File: src/rtl/sync_hunt_crc8_packet_deframer_macros.svh
// Assertion helpers shared by the deframer RTL.
`ifndef SYNC_HUNT_CRC8_PACKET_DEFRAMER_MACROS_SVH
`define SYNC_HUNT_CRC8_PACKET_DEFRAMER_MACROS_SVH

// Same-cycle implication, disabled while reset is asserted.
`define SHD_ASSERT_IMPL(lbl, clk, rst_n, ante, cons, msg) \
  lbl: assert property (@(posedge clk) disable iff (!rst_n) (ante) |-> (cons)) \
    else $error(msg);

// Next-cycle implication, disabled while reset is asserted.
`define SHD_ASSERT_NEXT(lbl, clk, rst_n, ante, cons, msg) \
  lbl: assert property (@(posedge clk) disable iff (!rst_n) (ante) |=> (cons)) \
    else $error(msg);

`endif

File: src/rtl/shd_pkg.sv
package shd_pkg;

  // Result status codes
  localparam logic [1:0] ST_OK      = 2'd0;
  localparam logic [1:0] ST_NO_PKT  = 2'd1;
  localparam logic [1:0] ST_CRC_ERR = 2'd2;

  // Deframer phases
  localparam logic [1:0] PH_HUNT = 2'd0;
  localparam logic [1:0] PH_BODY = 2'd1;
  localparam logic [1:0] PH_CRC  = 2'd2;
  localparam logic [1:0] PH_DONE = 2'd3;

  // CRC-8, MSB first, zero init, no final xor
  localparam logic [7:0] CRC_POLY = 8'h07;
  localparam int unsigned CRC_LEN = 8;

  // Beat queue between front and back
  localparam int unsigned Q_DEPTH = 4;
  localparam int unsigned Q_PTR_W = 2;
  localparam int unsigned Q_CNT_W = 3;

  // Register map
  localparam logic REG_SYNC = 1'b0;

  typedef struct packed {
    logic last;
    logic data;
  } beat_t;

endpackage

File: src/rtl/shd_front.sv
`include "sync_hunt_crc8_packet_deframer_macros.svh"

module shd_front (
  input  logic          clk,
  input  logic          rst_n,
  input  logic          in_tvalid,
  output logic          in_tready,
  input  logic          in_bit,
  input  logic          in_last,
  output logic          q_valid,
  output shd_pkg::beat_t q_beat,
  input  logic          q_pop
);

  shd_pkg::beat_t                       mem_r [shd_pkg::Q_DEPTH];
  logic [shd_pkg::Q_PTR_W-1:0]          wr_ptr_r, wr_ptr_nxt;
  logic [shd_pkg::Q_PTR_W-1:0]          rd_ptr_r, rd_ptr_nxt;
  logic [shd_pkg::Q_CNT_W-1:0]          cnt_r, cnt_nxt;
  logic                                 push;
  logic                                 pop;

  assign in_tready = (cnt_r != shd_pkg::Q_CNT_W'(shd_pkg::Q_DEPTH));
  assign push      = in_tvalid && in_tready;
  assign q_valid   = (cnt_r != '0);
  assign pop       = q_pop && q_valid;
  assign q_beat    = mem_r[rd_ptr_r];

  always_comb begin
    wr_ptr_nxt = push ? wr_ptr_r + 1'b1 : wr_ptr_r;
    rd_ptr_nxt = pop ? rd_ptr_r + 1'b1 : rd_ptr_r;
    cnt_nxt    = cnt_r;
    if (push && !pop) begin
      cnt_nxt = cnt_r + 1'b1;
    end else if (pop && !push) begin
      cnt_nxt = cnt_r - 1'b1;
    end
  end

  always_ff @(posedge clk) begin
    if (!rst_n) begin
      wr_ptr_r <= '0;
      rd_ptr_r <= '0;
      cnt_r    <= '0;
    end else begin
      wr_ptr_r <= wr_ptr_nxt;
      rd_ptr_r <= rd_ptr_nxt;
      cnt_r    <= cnt_nxt;
    end
  end

  always_ff @(posedge clk) begin
    if (push) begin
      mem_r[wr_ptr_r] <= '{last: in_last, data: in_bit};
    end
  end

  `SHD_ASSERT_IMPL(a_cnt_bound, clk, rst_n, 1'b1, cnt_r <= shd_pkg::Q_CNT_W'(shd_pkg::Q_DEPTH), "queue count above depth")
  `SHD_ASSERT_IMPL(a_ptr_gap, clk, rst_n, cnt_r != shd_pkg::Q_CNT_W'(shd_pkg::Q_DEPTH), (wr_ptr_r - rd_ptr_r) == cnt_r[shd_pkg::Q_PTR_W-1:0], "queue pointers disagree with count")
  `SHD_ASSERT_NEXT(a_push_grows, clk, rst_n, push && !pop, cnt_r == $past(cnt_r) + 1'b1, "push lost in queue")

endmodule

File: src/rtl/shd_back.sv
`include "sync_hunt_crc8_packet_deframer_macros.svh"

module shd_back #(
  parameter int unsigned SYNC_BITS = 16,
  parameter int unsigned ID_BITS   = 8,
  parameter int unsigned DT_BITS   = 32,
  parameter int unsigned MEAS_BITS = 16
) (
  input  logic                 clk,
  input  logic                 rst_n,
  input  logic [15:0]          sync_pattern,
  input  logic                 q_valid,
  input  shd_pkg::beat_t       q_beat,
  output logic                 q_pop,
  output logic                 out_valid,
  input  logic                 out_ready,
  output logic [1:0]           out_status,
  output logic [7:0]           out_resp,
  output logic signed [31:0]   out_dt,
  output logic [15:0]          out_meas
);

  localparam int unsigned BODY_LEN = ID_BITS + DT_BITS + MEAS_BITS;
  localparam int unsigned FILL_W   = $clog2(SYNC_BITS + 1);
  localparam int unsigned CNT_MAX  = (BODY_LEN > shd_pkg::CRC_LEN) ? BODY_LEN
                                                                    : shd_pkg::CRC_LEN;
  localparam int unsigned CNT_W    = $clog2(CNT_MAX);

  logic [SYNC_BITS-1:0] win_r, win_nxt;
  logic [FILL_W-1:0]    fill_r, fill_nxt;
  logic [1:0]           phase_r, phase_nxt;
  logic [CNT_W-1:0]     cnt_r, cnt_nxt;
  logic [7:0]           crc_r, crc_nxt;
  logic [BODY_LEN-1:0]  body_r, body_nxt;
  logic [7:0]           crc_rx_r, crc_rx_nxt;

  logic                 out_valid_r, out_valid_nxt;
  logic [1:0]           status_r, status_nxt;
  logic [7:0]           resp_r, resp_nxt;
  logic signed [31:0]   dt_r, dt_nxt;
  logic [15:0]          meas_r, meas_nxt;

  logic                 bit_in;
  logic                 fb;
  logic [DT_BITS-1:0]   dt_raw;

  // Take a beat unless it closes a buffer and the result slot is still occupied
  assign q_pop  = q_valid && (!q_beat.last || !out_valid_r || out_ready);
  assign bit_in = q_beat.data;
  assign fb     = crc_r[7] ^ bit_in;

  always_comb begin
    win_nxt       = win_r;
    fill_nxt      = fill_r;
    phase_nxt     = phase_r;
    cnt_nxt       = cnt_r;
    crc_nxt       = crc_r;
    body_nxt      = body_r;
    crc_rx_nxt    = crc_rx_r;
    out_valid_nxt = out_valid_r && !out_ready;
    status_nxt    = status_r;
    resp_nxt      = resp_r;
    dt_nxt        = dt_r;
    meas_nxt      = meas_r;
    dt_raw        = '0;

    if (q_pop) begin
      case (phase_r)
        shd_pkg::PH_HUNT: begin
          win_nxt = SYNC_BITS'({win_r, bit_in});
          if (fill_r != FILL_W'(SYNC_BITS)) begin
            fill_nxt = fill_r + 1'b1;
          end
          if (fill_nxt == FILL_W'(SYNC_BITS) && win_nxt == sync_pattern[SYNC_BITS-1:0]) begin
            phase_nxt = shd_pkg::PH_BODY;
            cnt_nxt   = '0;
            crc_nxt   = '0;
            body_nxt  = '0;
          end
        end
        shd_pkg::PH_BODY: begin
          body_nxt = BODY_LEN'({body_r, bit_in});
          crc_nxt  = {crc_r[6:0], 1'b0} ^ (fb ? shd_pkg::CRC_POLY : 8'h00);
          cnt_nxt  = cnt_r + 1'b1;
          if (cnt_r == CNT_W'(BODY_LEN - 1)) begin
            phase_nxt  = shd_pkg::PH_CRC;
            cnt_nxt    = '0;
            crc_rx_nxt = '0;
          end
        end
        shd_pkg::PH_CRC: begin
          crc_rx_nxt = {crc_rx_r[6:0], bit_in};
          cnt_nxt    = cnt_r + 1'b1;
          if (cnt_r == CNT_W'(shd_pkg::CRC_LEN - 1)) begin
            phase_nxt = shd_pkg::PH_DONE;
          end
        end
        default: begin
          // Drop bits after a complete packet
        end
      endcase

      if (q_beat.last) begin
        out_valid_nxt = 1'b1;
        status_nxt    = shd_pkg::ST_NO_PKT;
        resp_nxt      = '0;
        dt_nxt        = '0;
        meas_nxt      = '0;
        if (phase_nxt == shd_pkg::PH_DONE) begin
          if (crc_rx_nxt != crc_nxt) begin
            status_nxt = shd_pkg::ST_CRC_ERR;
          end else begin
            dt_raw     = body_nxt[MEAS_BITS +: DT_BITS];
            status_nxt = shd_pkg::ST_OK;
            resp_nxt   = 8'(body_nxt[DT_BITS + MEAS_BITS +: ID_BITS]);
            dt_nxt     = 32'($signed(dt_raw));
            meas_nxt   = 16'(body_nxt[MEAS_BITS-1:0]);
          end
        end
        // Clear the framing state for the next buffer
        win_nxt    = '0;
        fill_nxt   = '0;
        phase_nxt  = shd_pkg::PH_HUNT;
        cnt_nxt    = '0;
        crc_nxt    = '0;
        body_nxt   = '0;
        crc_rx_nxt = '0;
      end
    end
  end

  always_ff @(posedge clk) begin
    if (!rst_n) begin
      win_r       <= '0;
      fill_r      <= '0;
      phase_r     <= shd_pkg::PH_HUNT;
      cnt_r       <= '0;
      crc_r       <= '0;
      body_r      <= '0;
      crc_rx_r    <= '0;
      out_valid_r <= 1'b0;
    end else begin
      win_r       <= win_nxt;
      fill_r      <= fill_nxt;
      phase_r     <= phase_nxt;
      cnt_r       <= cnt_nxt;
      crc_r       <= crc_nxt;
      body_r      <= body_nxt;
      crc_rx_r    <= crc_rx_nxt;
      out_valid_r <= out_valid_nxt;
    end
  end

  always_ff @(posedge clk) begin
    status_r <= status_nxt;
    resp_r   <= resp_nxt;
    dt_r     <= dt_nxt;
    meas_r   <= meas_nxt;
  end

  assign out_valid  = out_valid_r;
  assign out_status = status_r;
  assign out_resp   = resp_r;
  assign out_dt     = dt_r;
  assign out_meas   = meas_r;

  `SHD_ASSERT_IMPL(a_framed_after_fill, clk, rst_n, phase_r != shd_pkg::PH_HUNT, fill_r == FILL_W'(SYNC_BITS), "left hunt before the sync window filled")
  `SHD_ASSERT_NEXT(a_last_gives_result, clk, rst_n, q_pop && q_beat.last, out_valid_r && phase_r == shd_pkg::PH_HUNT, "buffer end without result or reset of framing")
  `SHD_ASSERT_IMPL(a_status_code, clk, rst_n, out_valid_r, status_r == shd_pkg::ST_OK || status_r == shd_pkg::ST_NO_PKT || status_r == shd_pkg::ST_CRC_ERR, "undefined status code")
  `SHD_ASSERT_IMPL(a_zero_on_fail, clk, rst_n, out_valid_r && status_r != shd_pkg::ST_OK, resp_r == '0 && dt_r == '0 && meas_r == '0, "fields not zero on failed packet")

endmodule

File: src/rtl/sync_hunt_crc8_packet_deframer.sv
// Serial sync-hunting packet deframer with CRC-8 (poly 0x07) check.
// Input stream: one received bit per beat in in_tdata[0]; in_tlast marks the
// final bit of a buffer. The block hunts for the first sync word (low
// SYNC_BITS of the sync register), collects the body (responder id, signed
// time difference, measurement number, MSB first) and 8 CRC bits.
// Output stream: exactly one result beat per buffer, produced for the beat
// carrying in_tlast. out_tuser carries the status (ok / no packet / CRC error),
// out_tdata the fields, zero unless the status is ok.
// Throughput: one input beat per cycle while no result waits on out_tready; a front
// queue of four beats feeds the bit engine, which consumes one beat per cycle.
// Result path: the closing beat passes through the queue and then the engine's
// result register, which drives out_tvalid.
// Stall: while a result waits on out_tready the engine keeps taking data
// beats and halts only at the next buffer end; the queue then fills and
// in_tready falls.
// Reset (rst_n low, synchronous): clears the queue, framing state, pending
// result and the sync register (to zero).
// Config: sync register at byte address 0; write it only while idle (the block does not enforce this).
module sync_hunt_crc8_packet_deframer #(
  parameter int unsigned SYNC_BITS = 16,
  parameter int unsigned ID_BITS   = 8,
  parameter int unsigned DT_BITS   = 32,
  parameter int unsigned MEAS_BITS = 16
) (
  input  logic        clk,
  input  logic        rst_n,
  // input stream
  input  logic        in_tvalid,
  output logic        in_tready,
  input  logic [7:0]  in_tdata,   // [0] data_bit, [7:1] zero fill
  input  logic        in_tlast,   // last_bit
  // result stream
  output logic        out_tvalid,
  input  logic        out_tready,
  output logic [55:0] out_tdata,  // [7:0] responder_number, [39:8] time_difference,
                                  // [55:40] measurement_index
  output logic [1:0]  out_tuser,  // [1:0] status
  // configuration
  input  logic        psel,
  input  logic        penable,
  input  logic        pwrite,
  input  logic [2:0]  paddr,
  input  logic [31:0] pwdata,
  output logic [31:0] prdata,
  output logic        pready
);

  logic [15:0]          sync_r, sync_nxt;
  logic                 cfg_wr;
  logic                 q_valid;
  logic                 q_pop;
  shd_pkg::beat_t       q_beat;
  logic [7:0]           resp;
  logic signed [31:0]   dt;
  logic [15:0]          meas;

  // Register write on the APB access phase; register index is paddr[2]
  assign pready = 1'b1;
  assign cfg_wr = psel && penable && pwrite && pready && (paddr[2] == shd_pkg::REG_SYNC);

  always_comb begin
    sync_nxt = cfg_wr ? pwdata[15:0] : sync_r;
  end

  always_ff @(posedge clk) begin
    if (!rst_n) begin
      sync_r <= '0;
    end else begin
      sync_r <= sync_nxt;
    end
  end

  assign prdata = (paddr[2] == shd_pkg::REG_SYNC) ? {16'h0000, sync_r} : 32'h0;

  // Front: accept and queue beats
  shd_front u_front (
    .clk       (clk),
    .rst_n     (rst_n),
    .in_tvalid (in_tvalid),
    .in_tready (in_tready),
    .in_bit    (in_tdata[0]),
    .in_last   (in_tlast),
    .q_valid   (q_valid),
    .q_beat    (q_beat),
    .q_pop     (q_pop)
  );

  // Back: hunt, collect body, check CRC, hold result
  shd_back #(
    .SYNC_BITS (SYNC_BITS),
    .ID_BITS   (ID_BITS),
    .DT_BITS   (DT_BITS),
    .MEAS_BITS (MEAS_BITS)
  ) u_back (
    .clk          (clk),
    .rst_n        (rst_n),
    .sync_pattern (sync_r),
    .q_valid      (q_valid),
    .q_beat       (q_beat),
    .q_pop        (q_pop),
    .out_valid    (out_tvalid),
    .out_ready    (out_tready),
    .out_status   (out_tuser),
    .out_resp     (resp),
    .out_dt       (dt),
    .out_meas     (meas)
  );

  assign out_tdata = {meas, dt, resp};

endmodule

File: config.mk
export PLATFORM = sky130hd
export DESIGN_NAME = sync_hunt_crc8_packet_deframer
export DESIGN_NICKNAME = d
export VERILOG_FILES = /design/src/rtl/shd_pkg.sv /design/src/rtl/shd_front.sv /design/src/rtl/shd_back.sv /design/src/rtl/sync_hunt_crc8_packet_deframer.sv
export VERILOG_INCLUDE_DIRS = /design/src /design/src/rtl
export SDC_FILE = /design/constraint.sdc
export NUM_CORES = 1
export LEC_CHECK = 0
export ABC_AREA = 1
export BUFFER_PORTS_ARGS = -buffer_cell sky130_fd_sc_hd__buf_2
export CAP_MARGIN = 15
export CORE_MARGIN = 2
export CORE_UTILIZATION = 25
export CTS_CLUSTER_DIAMETER = 60
export DETAILED_ROUTE_END_ITERATION = 6
export PLACE_DENSITY = 0.49
export SYNTH_ARGS = -nofsm -noshare
export SYNTH_HDL_FRONTEND = slang
export SYNTH_SLANG_ARGS = --single-unit
File: constraint.sdc
create_clock -name clk -period 5.1 [get_ports clk]
set_input_delay 0.51 -clock clk [delete_from_list [all_inputs] [get_ports clk]]
set_output_delay 0.51 -clock clk [all_outputs]
set_load 0.005 [all_outputs]
# Yosys cells after proc, flatten, opt, wreduce, memory -nomap -nowiden
# Memory sizes are Yosys's and may differ from the RTL's. A register that Yosys moved wholly into a read port is not among the register bits.
# Cells that the tools add are included.
[word_totals] memories=1 input_bits=51 romBits=0 mem_bits_rw=8 latch_bits=0 reg_bits=182 wordCells=103 output_inout_bits=93
[mem_list] name="u_front.mem_r" words=4 width=2 read_ports=1 rd_clocked_by_memory_dff=1 write_ports=1 line_no="shd_front.sv:15" text="shd_pkg::beat_t mem_r [shd_pkg::Q_DEPTH];"
[op_classes] multipliers=0 n_lt_le_gt_ge=0 eq_ne=11 n_div=0 n_reduce_logical=26 bitwise=4 add_sub_neg=6 shifts=0 muxes=39
[ops] operator="$mux W56" count=2
[ops] operator="$pmux W56 S2" count=1
[ops] operator="$mux W8" count=6
[ops] operator="$pmux W8 S2" count=2
[ops] operator="$mux W15" count=2
[ops] operator="$mux W5" count=5
[ops] operator="$mux W6" count=3
[ops] operator="$pmux W6 S3" count=1
[ops] operator="$eq A16 B16 Y1" count=1
[ops] operator="$mux W16" count=1
[ops] operator="$mux W2" count=8
[ops] operator="$logic_and A1 B1 Y1" count=10
[ops] operator="$mux W3" count=3
[ops] operator="$ne A8 B8 Y1" count=1
[ops] operator="$xor A8 B8 Y8" count=1
[ops] operator="$add A6 B1 Y6 const B" count=1
[ops] operator="$eq A6 B3 Y1 const B" count=1
[ops] operator="$eq A6 B6 Y1 const B" count=1
[ops] operator="$pmux W2 S3" count=1
[ops] operator="$add A5 B1 Y5 const B" count=1
[ops] operator="$eq A5 B5 Y1 const B" count=1
[ops] operator="$logic_not A1 Y1" count=5
[ops] operator="$ne A5 B5 Y1 const B" count=1
[ops] operator="$add A2 B1 Y2 const B" count=2
[ops] operator="other kinds (17)" count=25

# Logic depth before layout (Yosys ltp)
# Gate-level depths: netlist of the first run.
[logic_depth] word_depth=13 mapped_depth=24 mapped_depth_nobuf=22

# Modules after synthesis
# Synthesis of the first run repeated with hierarchy kept, for this count alone.
[hier_totals] hier_cells=1355 area_unflattened_um2=10380.0
[modules_own_cells] mod="shd_back" n_inst=1 seq_area_each_um2=3763.6 cells_per_inst=1106 area_per_inst_um2=8498.2
[modules_own_cells] mod="sync_hunt_crc8_packet_deframer" n_inst=1 seq_area_each_um2=320.3 cells_per_inst=161 area_per_inst_um2=1068.5
[modules_own_cells] mod="shd_front" n_inst=1 seq_area_each_um2=420.4 cells_per_inst=88 area_per_inst_um2=813.3

# Worst setup path after synthesis of the first run
# Ideal clock, no wire load.
[synth_timing] path_type="register -> register" startpoint="reg (tool-made name)" endpoint="reg u_back.cnt_r[5]" required_ps=4983 arrival_time_ps=2504 path_stages_with_launch=16 setup_ps=117 path_buffers=0 setup_slack_ps=2479 path_cell_list="dfxtp_1 inv_2 nand2_1 nand3_1 nand2_1 inv_2 nand2_1 nand2_1 inv_1 nand2_1 inv_2 a21oi_2 nor3_1 nand2_1 o21ai_1 a21oi_1"
[synth_rtl] element="to (signal assigned)" line_no="shd_back.sv:146" text="cnt_r <= cnt_nxt;"
[synth_rtl] element="to (decl)" line_no="shd_back.sv:32" text="logic [CNT_W-1:0] cnt_r, cnt_nxt;"

# Worst setup path after layout of the first run
[layout_timing] startpoint="reg u_back.fill_r[1]" endpoint="reg u_back.resp_r[4] (netlist: u_back.out_resp[4]), data pin"
[layout_between] elab_chain_len=12 word_cells_on_any_way=19
[layout_rtl] element="from (decl)" line_no="shd_back.sv:30" text="logic [FILL_W-1:0] fill_r, fill_nxt;"
[layout_rtl] element="from (signal assigned)" line_no="shd_back.sv:144" text="fill_r <= fill_nxt;"
[layout_rtl] element="$add A5 B1 Y5 / $ne A5 B5 Y1 (equally long branches)" line_no="shd_back.sv:72, shd_back.sv:71"
[layout_rtl] element="$mux W5 (*)" line_no="shd_back.sv:71" text="if (fill_r != FILL_W'(SYNC_BITS)) begin"
[layout_rtl] element="$mux W5 (*)" line_no="shd_back.sv:68" text="case (phase_r)"
[layout_rtl] element="$mux W5 (*)" line_no="shd_back.sv:67" text="if (q_pop) begin"
[layout_rtl] element="$eq A5 B5 Y1 (*)" line_no="shd_back.sv:74" text="if (fill_nxt == FILL_W'(SYNC_BITS) && win_nxt == sync_pattern[SYNC_BITS-1:0]) begin"
[layout_rtl] element="$logic_and A1 B1 Y1 (*)" line_no="shd_back.sv:74"
[layout_rtl] element="$mux W2" line_no="shd_back.sv:74"
[layout_rtl] element="$pmux W2 S3" line_no="shd_back.sv:68"
[layout_rtl] element="$mux W2" line_no="shd_back.sv:67"
[layout_rtl] element="$eq A2 B2 Y1" line_no="shd_back.sv:109" text="if (phase_nxt == shd_pkg::PH_DONE) begin"
[layout_rtl] element="$not A1 Y1 (no line)"
[layout_rtl] element="$reduce_or A2 Y1 (no line)"
[layout_rtl] element="to (signal assigned)" line_no="shd_back.sv:156" text="resp_r <= resp_nxt;"
[layout_rtl] element="to (decl)" line_no="shd_back.sv:39" text="logic [7:0] resp_r, resp_nxt;"
# Mark *: on every way between the ends. The rest lies on a longest branch, timed or not. The select of a mux whose other input is x is not followed.
# A chain may end at the register's enable or synchronous reset.

==> flow_summary.yaml, run 1 <==
outcome:
  outcome: "finished clean"
clock_tree:
  cts_resized: 0
  numCtsBuffers: 17
  cts_tree: "yes"
  insertion_delay_ps: 450
  clk_pin_slew_worst_paths_ps: 80
  ctsLongestPathBuffers: 2
  cts-root-buf: "clkbuf_16"
  cts_num_sinks: 192
  cts_hold_buf: 0
  ctsHtreeMaxLevel: 4
  post-cts-setup-buffers: 0
setup_path:
  worstSetupStartpointType: "flip-flop"
  cp.arrival_ps: 3860
  worst-path-max-fanout: 64
  critical_path_class: "flip-flop to flip-flop"
  setup.worst_path.end_class: "flip-flop"
  critPathRequiredTime_ps: 5260
timing:
  rsz0062_at_grt: "no"
  setup_ws_ps: 1396
  layout_min_cycle_time_ps: 3704
  fin_crit_sh_pct: 72.63
  hold_viol: 0
  relSlewSlack_pct: 37.43
  setup_tns_ps: 0
  fmax_ghz: 0.2700
  final_max_slew_viol_count: 0
  timing.hold.ws_ps: 287.7
  worstMarginPinSlew_ps: 938.6
  fin_skew_ps: 11.71
  finalSetupViolCount: 0
routing:
  drc: 0
  vias: 7385
  wl_um: 19980
  wl_per_cell_um: 11.39
  firstDrtPassIters: 5
  vias_per_cell: 4.210
  route.antenna.remaining_nets: 0
  drtIter0Drc: 376
power:
  p_leak_nw: 4.045
  ir_drop_mv: 0.3767
  p_per_area_nw_per_um2: 440.1
logic_synthesis:
  synthesis.area_um2: 9303
  yosys.area_share.adder_pct: 1.964
  synth_top_family_by_area: "simple AND/OR/NAND/NOR gates"
  yosys_warnings: 0
  synth_compound_area_share_pct: 10.37
  synth_mux_area_share_pct: 0
  synth.most_common_cell: "nand2_1"
  synth_common_cells: "nand2_1, inv_1, dfxtp_1"
  synthArstFlopShare_pct: 0
  netlist_instances: 1204
  synth_top_area_cell: "dfxtp_1"
  yosys.area.top_type_share_pct: 27.11
  synth.ff_latch_count: 192
  synth-edff-count: 66
  synth-seq-area-share_pct: 48.42
  synth_cell_types: 37
  synth-main-ff-cell: "dfxtp_1"
  synth-simple-area-share_pct: 28.11
  synth_xor_area_share_pct: 0.8473
  syn_area_per_cell_um2: 7.726
  synth.area.top_cells: "dfxtp_1, edfxtp_1, nand2_1, a21oi_1, inv_1"
floorplanning:
  core_um2: 36610
  fp-row-count: 70
  design.die.area_um2: 38770
  io_pins: 144
  start_util_pct: 25.41
  die_h_um: 196.9
  die-width_um: 196.9
placement:
  gp_congestion: 0.7520
  dpl.hpwl_um: 12480
  io_buffers: 101
  pre_cts_slack_ps: 1374
global_routing:
  grt.overflow.total: 0
  grt_max_degree: 81
  grt_pass1_wl_um: 33380
  antenna_found_initial: 0
  grt_usage_pct: 10.70
  grt_pass1_vias: 6841
layout:
  n_antenna_cell: 0
  syn_to_final_growth_pct: 14.77
  drive_gt1_share_pct: 15.71
  final_nets: 1338
worst_hold_path:
  hold_path.class: "input pin to flip-flop"
job:
  max_cap_viol_count: 0
[per-layer routing]
layer | wire length [um] | up-vias | GRT usage [%]
li1 | - | 3889 | -
met1 | 9538 | 3339 | 13.21
met2 | 9336 | 137 | 18.24
met3 | 787 | 20 | 2.601
met4 | 321 | 0 | 3.648
met5 | 0 | - | 0
[state kept, by name, summed over array words and instances, names as in the netlist, named ones only]
name / count
sync_r: 16
u_back.body_r: 56
u_back.cnt_r: 6
u_back.crc_r: 8
u_back.crc_rx_r: 8
u_back.fill_r: 5
u_back.out_dt: 32
u_back.out_meas: 16
u_back.out_resp: 8
u_back.out_status: 2
u_back.out_valid: 1
u_back.phase_r: 2
u_back.win_r: 15
u_front.cnt_r: 3
u_front.mem_r: 8
u_front.rd_ptr_r: 2
u_front.wr_ptr_r: 2
[through the flow]
step                      utilization (%)  total power [mW]  instances  area [um2]
final                               29.16             4.699       1754       10680
after global routing                29.16             5.035       1754       10680
after CTS                           29.16             4.811       1754       10680
after detailed placement            27.65             3.497       1722       10120
after global placement              27.65             3.488       1722       10120
after floorplan                         -             2.953       1219        9359
[worst max-delay path, cell delays in order (launching register included)]
cell	delay (ps)
dfxtp_1	380
inv_1	80
ha_1	190
nand2_1	60
inv_1	50
nand2_2	90
xor2_1	190
nand2_1	70
nor2_1	100
nand2_1	110
nand2_2	130
nand2_4	420
nand2_1	230
nand2_1	100
nand2_1	70
nand2_1	60
nand2_1	60
nor2_1	70
nand3_4	80
buf_4	680
nor2_1	110
[cells by family (layout without fill, tap and decap cells)]
family | Yosys count | in the layout
fa+ha+maj | 14 | 14
flops | 192 | 192
other cells | 2 | 17
xor+xnor | 9 | 9
buf+inv | 214 | 281
simple gates | 592 | 592
compound gates | 181 | 181
[report_power, final]
part	total (mW)	switching, mW	internal, mW
Sequential	2.08	0.122	1.95
Clock	1.28	0.641	0.641
Combinational	1.34	0.966	0.374
[worst paths after layout]
check | startpoint | to | slack (ps) | cells past startpoint
hold / removal | in_tdata[0] | u_front.mem_r[3][0]$_DFFE_PP_ | 290 | 1
hold reg to reg | u_back.crc_rx_r[0]$_SDFFE_PN0P_ | u_back.crc_rx_r[0]$_SDFFE_PN0P_ | 460 | 2
setup reg to reg | u_back.fill_r[1]$_SDFFE_PN0P_ | u_back.out_resp[4]$_SDFFCE_PP0P_ | 1400 | 20
setup / recovery | u_back.fill_r[1]$_SDFFE_PN0P_ | u_back.out_resp[4]$_SDFFCE_PP0P_ | 1400 | 20
[area by class of cell]
type	count	area, um2
Fill cell	3986	25930
Sequential cell	192	4504
Multi-Input combinational cell	813	3941
Clock inverter	14	123.9
Tap cell	468	585.6
Timing Repair Buffer	109	565.5
Inverter	140	526.8
Clock buffer	18	429.2
[cells in the final DEF, fill, tap and decap left out, types with 2 or more instances in the layout]
master and instances:
edfxtp_1 66, ha_1 12, clkinvlp_4 5, conb_1 17, buf_2 101, o21ai_1 2
nand2_2 5, xor2_1 5, a21oi_1 123, o21ai_0 29, nand4_1 2, a21oi_2 2
clkinv_4 2, inv_2 4, buf_4 8, dfxtp_1 126, nor2_2 2, a22oi_1 4
inv_8 3, inv_1 135, clkbuf_16 17, a211oi_1 12, nand3_1 27, inv_6 4
nor2_1 66, or2_2 3, xnor2_1 4, nor3_1 4, nand2_1 436, nand3b_1 4
nor2_4 40, o22ai_1 6
No activity file was read; power rests on OpenSTA's default activity.
==> run 2, diff against run 1 <==
- PLACE_DENSITY: 0.49 -> 0.5
- clock period: 5.1 -> 3 ns (I/O delays scaled with it)
==> flow_summary.yaml, run 2 (synthesis gave the netlist of run 1 again) <==
placement:
  io_buffers: 101
  gp_congestion: 0.7390
  pre_cts_slack_ps: 117.1
  placed_area_um2: 10220
  dpl.hpwl_um: 12650
global_routing:
  grt.overflow.total: 0
  grt_max_degree: 75
  grt_pass1_vias: 6803
  grt_pass1_wl_um: 32820
  antenna_found_initial: 0
  grt_usage_pct: 10.57
layout:
  n_antenna_cell: 0
  largest_reg_flops: 56
  syn_to_final_growth_pct: 19.54
  mostFrequentLayoutCells: "nand2_1, inv_1, dfxtp_1"
  fin_area_um2: 11120
  final_common_cell: "nand2_1"
  fillCellCount: 3931
  largest-register: "u_back.body_r"
  final_nets: 1361
  drive_gt1_share_pct: 18.03
routing:
  vias_per_cell: 4.187
  vias: 7441
  highest_layer: "met4"
  route.antenna.remaining_nets: 0
  drtIter0Drc: 301
  drc: 0
  wl_met2_um: 9877
  wl_met3_um: 844
  met1Wirelength_um: 9946
  wl_per_cell_um: 11.79
  wl_um: 20940
  firstDrtPassIters: 5
timing:
  finalSetupViolCount: 0
  setup_ws_ps: 166.2
  final_max_slew_viol_count: 0
  layout_min_cycle_time_ps: 2834
  hold_viol: 0
  fmax_ghz: 0.3529
  fin_skew_ps: 17.18
  relSlewSlack_pct: 41.99
  worstMarginPinSlew_ps: 870.1
  fin_crit_sh_pct: 94.46
  rsz0062_at_grt: "yes"
clock_tree:
  cts-root-buf: "clkbuf_16"
  cts_num_sinks: 192
  ctsHtreeMaxLevel: 4
  numCtsBuffers: 17
  cts_hold_buf: 0
  insertion_delay_ps: 450
  clk_pin_slew_worst_paths_ps: 70
  cts_tree: "yes"
  ctsLongestPathBuffers: 2
setup_path:
  setup.worst_path.end_class: "flip-flop"
  slowest_delay_ps: 350
  critPathRequiredTime_ps: 3320
  cp.arrival_ps: 3150
  critical_path_class: "flip-flop to flip-flop"
  crit_family: "simple AND/OR/NAND/NOR gates"
  worstPathBufferInverterCount: 4
  worstSetupStartpointType: "flip-flop"
  path_cells: "inv_2 -> ha_1 -> nand2_1 -> inv_2 -> nand2_2 -> xor2_1 -> nand2_1 -> nor2_2 -> nand2_2 -> nand2_4 -> nand2_4 -> buf_6 -> nand2_1 -> nand2_1 -> nand2_1 -> nand3_2 -> nor2_4 -> nand3_2 -> buf_6 -> nor2_4"
  crit_top_cell: "nand2_1"
  crit_slowest_cell: "dfxtp_2"
  worst-path-max-fanout: 9
power:
  p_per_area_nw_per_um2: 747.4
  ir_drop_mv: 0.4656
  p_leak_nw: 4.264
floorplanning:
  die_h_um: 196.9
  start_util_pct: 25.41
  die-width_um: 196.9
  core_um2: 36610
  fp-row-count: 70
  io_pins: 144
  design.die.area_um2: 38770
outcome:
  outcome: "finished clean"
worst_hold_path:
  hold_path.class: "input pin to flip-flop"
job:
  max_cap_viol_count: 0
[run 2: cell count changes in the layout (fill, tap and decap cells not counted), moves of 2 or more]
cell and delta:
nor2_1 -6, inv_6 -4, buf_12 +5, bufinv_16 +3, clkbuf_16 +4, inv_1 -2, nor2_2 +4, buf_4 +7
dfxtp_1 -2, inv_2 +3, nor2_4 +2, dfxtp_2 +2, nand3_2 +2, buf_6 +5
[run 2: worst register-to-register path, cell delays in order, from the launching register on]
cell and delay (ps):
dfxtp_2 350, inv_2 50, ha_1 180, nand2_1 70, inv_2 40, nand2_2 80, xor2_1 180, nand2_1 90
nor2_2 130, nand2_2 100, nand2_4 100, nand2_4 90, buf_6 140, nand2_1 70, nand2_1 70, nand2_1 70
nand3_2 100, nor2_4 210, nand3_2 230, buf_6 260, nor2_4 90
[run 2: routing by layer]
layer  vias to the layer above  GRT usage, %
li1                       3924             -
met1                      3370         13.04
met2                       128         18.00
met3                        19         2.601
met4                         0         3.592
met5                         -             0
[run 2: path summary, 6_finish.rpt]
path                                   from                               end  slack, ps  depth (start not counted)
max           u_back.fill_r[0]$_SDFFE_PN0P_  u_back.out_meas[7]$_SDFFCE_PP0P_        170                         20
min                                in_tlast     u_front.mem_r[0][1]$_DFFE_PP_         70                          1
max reg2reg   u_back.fill_r[0]$_SDFFE_PN0P_  u_back.out_meas[7]$_SDFFCE_PP0P_        170                         20
min reg2reg  u_back.body_r[55]$_SDFFE_PN0P_    u_back.body_r[55]$_SDFFE_PN0P_        470                          2
[run 2: area by class of cell]
cell class,count,area (um2),area share [%]
repair buffers,131,902.1,8.112
clock buffers,18,429.2,3.859
inverters,140,525.5,4.725
flip-flops and latches,192,4507,40.53
clock inverters,14,182.7,1.643
well taps,468,585.6,5.266
multi-input cells,814,3989,35.87
[run 2: metrics by stage]
stage                     utilization [%]  cells  power, mW  TNS [ps]  hold slack [ps]
after CTS                           29.60   1761      8.477         0            51.61
final                               30.38   1777      8.312         0            73.75
after global routing                30.38   1777      8.872    -941.1            46.37
after detailed placement            27.93   1729      6.027         0            456.1
after global placement              27.93   1729      6.002         0            452.6
after floorplan                         -   1219      5.019         0            398.9
[run 2: repair_timing]
item                                    4_1_cts  5_1_grt
setup buffers                                 0        8
endpoints found under the setup margin        0       55
resized for setup                             0       23
[run 2: where the power goes]
group	total (mW)	internal, mW	switching (mW)
logic	2.37	0.717	1.66
clock network	2.41	1.33	1.08
registers	3.53	3.32	0.209
total	8.31	5.37	2.95
